File: config.mk
export PLATFORM = sky130hd
export DESIGN_NAME = lfu_cache_replacement_core
export DESIGN_NICKNAME = d
export VERILOG_FILES = /design/src/rtl/lfucr_pkg.sv /design/src/rtl/lfu_cache_replacement_core.sv
export SDC_FILE = /design/constraint.sdc
export NUM_CORES = 2
export LEC_CHECK = 0
export BUFFER_PORTS_ARGS = -buffer_cell sky130_fd_sc_hd__buf_2
export CAP_MARGIN = 25
export CORE_ASPECT_RATIO = 1.2
export CORE_MARGIN = 3
export CORE_UTILIZATION = 60
export CTS_CLUSTER_SIZE = 12
export DETAILED_ROUTE_END_ITERATION = 10
export PLACE_DENSITY = 0.85
export SLEW_MARGIN = 10
export SYNTH_ARGS = -nofsm -noshare
export SYNTH_HDL_FRONTEND = slang
export SYNTH_SLANG_ARGS = --single-unit
export TNS_END_PERCENT = 20
File: constraint.sdc
create_clock -name clk -period 23.9 [get_ports clk]
set_input_delay 1.195 -clock clk [delete_from_list [all_inputs] [get_ports clk]]
set_output_delay 1.195 -clock clk [all_outputs]
set_load 0.02 [all_outputs]
File: src/rtl/lfucr_pkg.sv
// Package for the LFU cache replacement directory.
// Holds table geometry, field widths and the derived index widths.
// No dependencies.
package lfucr_pkg;

	// Table geometry and entry field widths.
	localparam int ENTRIES    = 16;
	localparam int KEY_BITS   = 48;
	localparam int COUNT_BITS = 16;
	localparam int STAMP_BITS = 32;

	// Port widths fixed by the interface.
	localparam int PAGE_KEY_BITS = 48;
	localparam int CAP_BITS      = 5;
	localparam int TOTAL_BITS    = 32;

	// Derived widths.
	localparam int IDX_BITS = (ENTRIES > 1) ? $clog2(ENTRIES) : 1;
	localparam int OCC_BITS = $clog2(ENTRIES + 1);

	// Capacity after reset.
	localparam logic [CAP_BITS-1:0] CAP_RESET = CAP_BITS'(16);

	typedef logic [KEY_BITS-1:0]   key_t;
	typedef logic [COUNT_BITS-1:0] count_t;
	typedef logic [STAMP_BITS-1:0] stamp_t;
	typedef logic [IDX_BITS-1:0]   idx_t;
	typedef logic [OCC_BITS-1:0]   occ_t;
	typedef logic [TOTAL_BITS-1:0] total_t;

endpackage

File: src/rtl/lfu_cache_replacement_core.sv
// LFU cache replacement directory, top level.
// Fully associative table scanned one entry per cycle by a shared compare unit.
// Depends on lfucr_pkg.
// Input channel: in_valid, page_key, is_write; the block drives in_stall.
// A transaction completes at a clock edge with in_valid high and in_stall low.
// Output channel: out_valid and the result fields; the receiver drives
// out_stall. A result transaction completes with out_valid high and out_stall
// low. The result fields hold while the receiver stalls.
// Configuration: cfg_valid, cfg_data (capacity_in_use); cfg_ready is always
// high. Write it only while the block is idle.
// An accepted access is scanned one entry per cycle (one key, count and stamp
// age compare each), then an update cycle writes the table and loads the result
// and raises out_valid; only then does the block return to idle and take the
// next access. An access may be taken while a result still waits; its update
// then holds until that result is taken.
// arst_n clears all valid bits, occupancy, the stamp counter and the running
// totals, and sets the capacity to 16. The block is ready right after reset.
module lfu_cache_replacement_core (
	input  logic                           clk,
	input  logic                           arst_n,
	// Access channel.
	input  logic                           in_valid,
	output logic                           in_stall,
	input  logic [lfucr_pkg::PAGE_KEY_BITS-1:0] page_key,
	input  logic                           is_write,
	// Configuration channel.
	input  logic                           cfg_valid,
	output logic                           cfg_ready,
	input  logic [lfucr_pkg::CAP_BITS-1:0] cfg_data,
	// Result channel.
	output logic                           out_valid,
	input  logic                           out_stall,
	output logic                           hit,
	output logic                           victim_valid,
	output logic [lfucr_pkg::PAGE_KEY_BITS-1:0] victim_key,
	output logic                           victim_dirty,
	output logic [lfucr_pkg::TOTAL_BITS-1:0] access_count,
	output logic [lfucr_pkg::TOTAL_BITS-1:0] hit_count,
	output logic [lfucr_pkg::TOTAL_BITS-1:0] read_hit_count,
	output logic [lfucr_pkg::TOTAL_BITS-1:0] write_hit_count,
	output logic [lfucr_pkg::TOTAL_BITS-1:0] dirty_eviction_count
);
	import lfucr_pkg::*;

	typedef enum logic [1:0] {
		ST_IDLE,
		ST_SCAN,
		ST_UPDATE
	} state_t;

	localparam idx_t LAST_IDX = idx_t'(ENTRIES - 1);

	state_t state_q;

	// Table storage.
	logic [ENTRIES-1:0] valid_q;
	key_t               entry_key_q   [ENTRIES];
	count_t             entry_count_q [ENTRIES];
	stamp_t             entry_stamp_q [ENTRIES];
	logic               entry_dirty_q [ENTRIES];

	// Directory state and totals.
	occ_t          occupancy_q;
	stamp_t        stamp_q;
	logic [CAP_BITS-1:0] cap_q;
	total_t        access_total_q;
	total_t        hit_total_q;
	total_t        read_hit_total_q;
	total_t        write_hit_total_q;
	total_t        dirty_evict_total_q;

	// Current access.
	key_t key_q;
	logic wr_q;

	// Scan tracking.
	idx_t   scan_idx_q;
	logic   found_q;
	idx_t   found_idx_q;
	logic   best_valid_q;
	idx_t   best_idx_q;
	count_t best_count_q;
	stamp_t best_age_q;
	logic   free_valid_q;
	idx_t   free_idx_q;

	// Result payload.
	logic         hit_q;
	logic         victim_valid_q;
	logic [PAGE_KEY_BITS-1:0] victim_key_q;
	logic         victim_dirty_q;

	// Scan compare unit signals.
	logic   cur_valid;
	count_t cur_count;
	stamp_t cur_age;
	logic   cur_match;
	logic   take_found;
	logic   take_best;
	logic   take_free;

	// Update signals.
	logic [OCC_BITS-1:0] cap_eff;
	logic   evict;
	idx_t   slot;
	logic   out_free;
	logic   in_fire;

	assign cfg_ready = 1'b1;
	assign in_stall  = (state_q != ST_IDLE);
	assign in_fire   = in_valid && !in_stall;
	assign out_free  = !out_valid || !out_stall;

	// Compare unit: looks at one entry per scan cycle.
	always_comb begin
		cur_valid  = valid_q[scan_idx_q];
		cur_count  = entry_count_q[scan_idx_q];
		cur_age    = stamp_q - entry_stamp_q[scan_idx_q];
		cur_match  = cur_valid && (entry_key_q[scan_idx_q] == key_q);
		take_found = cur_match && !found_q;
		take_best  = cur_valid && (!best_valid_q || (cur_count < best_count_q) ||
			((cur_count == best_count_q) && (cur_age > best_age_q)));
		take_free  = !cur_valid && !free_valid_q;
	end

	// Effective capacity: zero acts as one, large values clamp to the table size.
	always_comb begin
		if (cap_q == '0) begin
			cap_eff = OCC_BITS'(1);
		end else if (32'(cap_q) > 32'(ENTRIES)) begin
			cap_eff = OCC_BITS'(ENTRIES);
		end else begin
			cap_eff = OCC_BITS'(cap_q);
		end
		evict = (occupancy_q >= cap_eff) && best_valid_q;
		slot  = evict ? best_idx_q : free_idx_q;
	end

	// Control state, valid bits, counters and the output valid.
	always_ff @(posedge clk or negedge arst_n) begin
		if (!arst_n) begin
			state_q             <= ST_IDLE;
			valid_q             <= '0;
			occupancy_q         <= '0;
			stamp_q             <= '0;
			cap_q               <= CAP_RESET;
			access_total_q      <= '0;
			hit_total_q         <= '0;
			read_hit_total_q    <= '0;
			write_hit_total_q   <= '0;
			dirty_evict_total_q <= '0;
			scan_idx_q          <= '0;
			found_q             <= 1'b0;
			best_valid_q        <= 1'b0;
			free_valid_q        <= 1'b0;
			out_valid           <= 1'b0;
		end else begin
			if (cfg_valid && cfg_ready) begin
				cap_q <= cfg_data;
			end
			// The update cycle loads a new result itself.
			if (out_valid && !out_stall && (state_q != ST_UPDATE)) begin
				out_valid <= 1'b0;
			end
			unique case (state_q)
				ST_IDLE: begin
					if (in_fire) begin
						scan_idx_q   <= '0;
						found_q      <= 1'b0;
						best_valid_q <= 1'b0;
						free_valid_q <= 1'b0;
						state_q      <= ST_SCAN;
					end
				end
				ST_SCAN: begin
					if (take_found) begin
						found_q <= 1'b1;
					end
					if (take_best) begin
						best_valid_q <= 1'b1;
					end
					if (take_free) begin
						free_valid_q <= 1'b1;
					end
					if (scan_idx_q == LAST_IDX) begin
						state_q <= ST_UPDATE;
					end else begin
						scan_idx_q <= scan_idx_q + idx_t'(1);
					end
				end
				ST_UPDATE: begin
					if (out_free) begin
						access_total_q <= access_total_q + total_t'(1);
						stamp_q        <= stamp_q + stamp_t'(1);
						if (found_q) begin
							hit_total_q <= hit_total_q + total_t'(1);
							if (wr_q) begin
								write_hit_total_q <= write_hit_total_q + total_t'(1);
							end else begin
								read_hit_total_q <= read_hit_total_q + total_t'(1);
							end
						end else begin
							valid_q[slot] <= 1'b1;
							if (evict) begin
								if (entry_dirty_q[best_idx_q]) begin
									dirty_evict_total_q <= dirty_evict_total_q + total_t'(1);
								end
							end else begin
								occupancy_q <= occupancy_q + occ_t'(1);
							end
						end
						out_valid <= 1'b1;
						state_q   <= ST_IDLE;
					end
				end
				default: begin
					state_q <= ST_IDLE;
				end
			endcase
		end
	end

	// Payload registers: access, scan results, table fields and result fields.
	always_ff @(posedge clk) begin
		if (in_fire) begin
			key_q <= key_t'(page_key);
			wr_q  <= is_write;
		end
		if (state_q == ST_SCAN) begin
			if (take_found) begin
				found_idx_q <= scan_idx_q;
			end
			if (take_best) begin
				best_idx_q   <= scan_idx_q;
				best_count_q <= cur_count;
				best_age_q   <= cur_age;
			end
			if (take_free) begin
				free_idx_q <= scan_idx_q;
			end
		end
		if ((state_q == ST_UPDATE) && out_free) begin
			hit_q <= found_q;
			if (found_q) begin
				if (entry_count_q[found_idx_q] != '1) begin
					entry_count_q[found_idx_q] <= entry_count_q[found_idx_q] + count_t'(1);
				end
				entry_stamp_q[found_idx_q] <= stamp_q;
				if (wr_q) begin
					entry_dirty_q[found_idx_q] <= 1'b1;
				end
				victim_valid_q <= 1'b0;
				victim_key_q   <= '0;
				victim_dirty_q <= 1'b0;
			end else begin
				entry_key_q[slot]   <= key_q;
				entry_count_q[slot] <= count_t'(1);
				entry_stamp_q[slot] <= stamp_q;
				entry_dirty_q[slot] <= wr_q;
				victim_valid_q      <= evict;
				if (evict) begin
					victim_key_q   <= PAGE_KEY_BITS'(entry_key_q[best_idx_q]);
					victim_dirty_q <= entry_dirty_q[best_idx_q];
				end else begin
					victim_key_q   <= '0;
					victim_dirty_q <= 1'b0;
				end
			end
		end
	end

	// Result fields.
	assign hit                  = hit_q;
	assign victim_valid         = victim_valid_q;
	assign victim_key           = victim_key_q;
	assign victim_dirty         = victim_dirty_q;
	assign access_count         = access_total_q;
	assign hit_count            = hit_total_q;
	assign read_hit_count       = read_hit_total_q;
	assign write_hit_count      = write_hit_total_q;
	assign dirty_eviction_count = dirty_evict_total_q;

endmodule

# --- Word-level counts from Yosys, hierarchy flattened ---
# Memory sizes are Yosys's and may differ from the RTL's. A register that Yosys moved wholly into a read port is not among the register bits.
# Index checks and enable logic that the tools add are counted.
totals:
  reg_bits: 340
  latchBits: 0
  ram_bits: 1552
  mem_bits_ro: 0
  inputBits: 59
  out_inout_bits: 214
  wordCells: 157
  n_memories: 4
op_classes:
  n_addsub: 10
  mul: 0
  n_div: 0
  order_cmp: 7
  eq_ne: 14
  n_shift: 0
  muxes: 49
  n_bitwise: 4
  reduce_logical: 44
mem_list:
  columns: ["memory", "depth", "word_bits", "read_ports", "rd_ports_with_merged_regs", "wr", "line_no", "text"]
  rows:
  - ["entry_key_q", 16, 48, 2, 1, 1, "lfu_cache_replacement_core.sv:57", "key_t entry_key_q [ENTRIES];"]
  - ["entry_stamp_q", 16, 32, 1, 0, 1, "lfu_cache_replacement_core.sv:59", "stamp_t entry_stamp_q [ENTRIES];"]
  - ["entry_count_q", 16, 16, 2, 1, 1, "lfu_cache_replacement_core.sv:58", "count_t entry_count_q [ENTRIES];"]
  - ["entry_dirty_q", 16, 1, 1, 1, 1, "lfu_cache_replacement_core.sv:60", "logic entry_dirty_q [ENTRIES];"]
op_table:
  columns: ["cell", "n"]
  rows:
  - ["$add 32x1->32 const B", 6]
  - ["$eq 48x48->1", 1]
  - ["$gt 32x32->1", 1]
  - ["$mux 32", 1]
  - ["$mux 4", 8]
  - ["$reduce_or 32->1", 1]
  - ["$sub 32x32->32", 1]
  - ["$mux 1", 27]
  - ["$reduce_and 3->1", 7]
  - ["$add 16x1->16 const B", 1]
  - ["$eq 16x16->1", 1]
  - ["$lt 16x16->1", 1]
  - ["$mux 16", 1]
  - ["$ne 16x16->1 const B", 1]
  - ["$ne 2x2->1 const B", 8]
  - ["$or 16x16->16", 1]
  - ["$reduce_or 16->1", 1]
  - ["$reduce_and 4->1", 3]
  - ["$logic_and 1x1->1", 11]
  - ["$lt 4x5->1 const B", 2]
  - ["$mux 5", 2]
  - ["$pmux 4 s2", 1]
  - ["$reduce_and 2->1", 4]
  - ["$logic_not 1->1", 7]
  - ["21 further kinds", 30]

# --- Logic depth before layout (Yosys ltp) ---
logic_depth:
  word_depth: 11
  depth_mapped: 34
  ltp_nobuf: 26

# --- Worst setup path before layout ---
# No wires, ideal clock.
synth_path:
  path_type: "register to register"
  from: "register scan_idx_q[0]"
  to: "register (tool-made name)"
  setup_time_ns: 0.125
  t_arrival_ns: 8.425
  t_required_ns: 23.775
  setup_slack_ns: 15.350
  path_stages_with_launch: 31
  path_buffers: 8
  synth_period_minus_slack_ns: 8.550
  cell_sequence: "dfrtp_1 -> buf_6 -> buf_6 -> buf_6 -> buf_4 -> buf_2 -> buf_2 -> buf_1 -> mux4_2 -> mux4_2 -> ha_1 -> inv_1 -> fa_1 -> a211oi_1 -> o21ai_0 -> o21ai_0 -> a211oi_1 -> o221ai_1 -> a221o_1 -> a21oi_1 -> a211o_1 -> a21oi_1 -> xnor2_1 -> ha_1 -> nand4_1 -> nor3_1 -> nand4_1 -> o211ai_1 -> a41o_1 -> clkbuf_1 -> mux2_2"
synth_lines:
  columns: ["element", "line_no", "text"]
  rows:
  - ["start: declaration", "lfu_cache_replacement_core.sv:77", "idx_t scan_idx_q;"]
  - ["start signal: assignment", "lfu_cache_replacement_core.sv:188", "scan_idx_q <= scan_idx_q + idx_t'(1);"]

==> out/qor.csv <==
metric,value,unit
p_int,6520,uW
grt_max_degree,149,
routed_wl,231000,um
total_power,9360,uW
hold_path.class,in -> async,
ys_types,73,
seq_power_share,42.2,%
rows,151,
avgViaCountPerCell,7.14,
dieArea,0.148,mm^2
gp_congestion,0.916,
routed.top_layer,met5,
finalCritPeriodShare,40.9,%
finalSetupViolCount,0,
routed-wl-met3,26800,um
synth-edff-count,1712,
p_leak,0.0339,uW
core,0.142,mm^2
grt.total_usage,31.4,%
cts_root_buf,clkbuf_16,
antenna_left,0,
n_fill_cell,8467,
cts.clk_slew.worst_paths,0.06,ns
p_sw_share,30.4,%
clkSinkCount,1948,
post_cts_resized,0,
synthToLayoutAreaGrowth,11.5,%
tightest_slew,1.18,ns
slew_viol_final,0,
synth_nets,4683,
status,"finished, final reports clean",
die_w,351,um
synth_area_per_cell,19.0,um^2
remaining_drc_errors,0,
critPathMaxFanout,42,
critPathRequiredTime,24.61,ns
tns,0,ns
final_common_cell,edfxtp_1,
p_comb_share,27.7,%
wl_met2,116000,um
p_per_area,97.8,mW/mm^2
hold_viol,0,
final_layout_size_suffix_gt1_share,29.4,%
start_util,60.6,%
cts_tree,yes,
wl_met1,74800,um
dieHeight,421,um
arrival,10.50,ns
worst_setup_path_end_kind,flip-flop,
ios,273,
grt_overflow,0,
critPathLaunchType,flip-flop,
cap_violations,0,
worst_r2r_path_depth,26,
ys_warn_count,0,
vias,48984,
holdBufCountCts,0,
p_clk_share,30.1,%
critical_path_class,reg -> reg,
cts_buffers,191,
htree_levels,4,
layout_common_cells,"1712 x edfxtp_1, 753 x mux4_2, 271 x buf_2",
insertion_delay,0.83,ns
rsz0062_at_grt,no,
r2r_start,scan_idx_q[0]$_DFFE_PN0P_,
cts_setup_buffers,0,
post_drt_wl_per_cell,33.6,um
hpwl,128000,um
grt_pass1_vias,50913,
antenna_found_initial,12,
fmax,102,MHz
initialDrtViolationCount,7294,
synthArstFlopShare,11.7,%
nets,5043,
fin_crit,9.79,ns
syn_area,0.0859,mm^2
r2r_setup_slack,14.11,ns
p_switching,2840,uW
firstDrtPassIters,7,
max-clock-path-buffers,3,
ir_worst_vdd,0.114,mV
slew_headroom,20.4,%
ys_ff_latch,1948,
port_buffers,271,
grt_pass1_wl,336000,um
syn_inst,4530,
synth_top_flop_cell,edfxtp_1,
fin_skew,0.0304,ns
synth_seq_area_share,66.7,%
[synth_stat cells, drive strengths merged, types with 75 or more instances]
cell type / n / area [um^2]
nand3: 80 / 400
xor2: 86 / 753
nor2: 133 / 499
xnor2: 184 / 1610
a21oi: 75 / 375
clkbuf: 112 / 420
inv: 122 / 458
buf: 114 / 629
dfrtp: 227 / 5680
mux4: 753 / 17000
nor3: 82 / 420
edfxtp: 1712 / 51400
ha: 93 / 1160
mux2i: 75 / 751
nand2: 164 / 616
[final cells by class]
cell class	count	area, um^2	share of cell area, %
Clock inverter	33	300	0.314
Antenna cell	8	20.0	0.0209
Sequential cell	1948	57300	59.8
Timing Repair Buffer	393	2550	2.67
Multi-Input combinational cell	2233	27400	28.6
Clock buffer	291	5410	5.65
Tap cell	1836	2300	2.40
Inverter	123	470	0.491
[worst max-delay path, stage by stage, from the launching register on]
cell and delay, ns:
dfrtp_4 0.88, buf_4 0.74, buf_4 0.41, buf_16 0.33
buf_4 0.74, mux4_2 0.66, mux4_2 0.49, inv_1 0.07
ha_1 0.28, a21oi_1 0.20, o21a_1 0.18, o21ai_0 0.13
or3_1 0.38, o221ai_1 0.26, a221o_1 0.26, a21oi_1 0.14
a211o_1 0.27, a21oi_1 0.25, xnor2_1 0.16, ha_1 0.32
nand4_1 0.12, nor3_1 0.34, nand4_1 0.18, o211ai_1 0.20
a41o_2 0.61, buf_4 0.51, mux2_2 0.40
[state kept, by name (all words and copies together), names as in the netlist, 48 cells and up, named ones only]
register / cells
entry_stamp_q: 512
entry_key_q: 768
entry_count_q: 256
victim_key: 48
key_q: 48
[logic make-up (layout without fill, tap and decap cells)]
group | after synthesis | count (layout) | synth area share (%)
flip-flops | 1948 | 1948 | 66.7
multiplexers | 850 | 850 | 20.9
AND/OR/NAND/NOR | 715 | 715 | 4.20
buffers and inverters | 349 | 840 | 1.76
AO/OA/AOI/OAI | 303 | 303 | 2.33
XOR/XNOR | 270 | 270 | 2.75
adder cells (fa/ha/maj) | 94 | 94 | 1.38
other | 1 | 9 | 0.00436
[layer usage]
layer	vias up	GRT usage [%]
met1	25071	39.7
met4	4	16.7
met5	-	0.870
met3	793	7.52
met2	3845	51.0
li1	19271	-
[worst max-delay path by stage]
stage          slack, ns         to                      start  cells after the start
5_1_grt            13.50  flip-flop  scan_idx_q[0]$_DFFE_PN0P_                     26
3_5_place_dp       13.95  flip-flop  scan_idx_q[0]$_DFFE_PN0P_                     25
6_report           14.11  flip-flop  scan_idx_q[0]$_DFFE_PN0P_                     26
4_1_cts            13.80  flip-flop  scan_idx_q[0]$_DFFE_PN0P_                     25
3_3_place_gp       14.28  flip-flop  scan_idx_q[0]$_DFFE_PN0P_                     25
2_1_floorplan      15.35  flip-flop  scan_idx_q[0]$_DFFE_PN0P_                     30
[metrics by stage]
step	area [um^2]	hold slack [ns]	cells	setup slack [ns]	utilization (%)
6_report	95800	0.369	6865	14.11	67.6
5_1_grt	95800	0.383	6861	13.50	67.6
4_1_cts	95400	0.384	6840	13.80	67.3
3_5_place_dp	89700	0.457	6516	13.95	63.3
3_3_place_gp	89700	0.454	6513	14.28	63.3
2_1_floorplan	85900	0.435	4530	15.35	-
[power by group through the flow]
| stage | clock, uW | combinational, uW | sequential, uW |
|---|---|---|---|
| 6_report | 2820 | 2600 | 3950 |
| 5_1_grt | 2970 | 2730 | 3960 |
| 4_1_cts | 2830 | 2560 | 3950 |
| 3_5_place_dp | 0 | 2500 | 4020 |
| 3_3_place_gp | 0 | 2440 | 4010 |
| 2_1_floorplan | 0 | 1870 | 3930 |
Note: power is estimated with default switching activity, not from simulation.
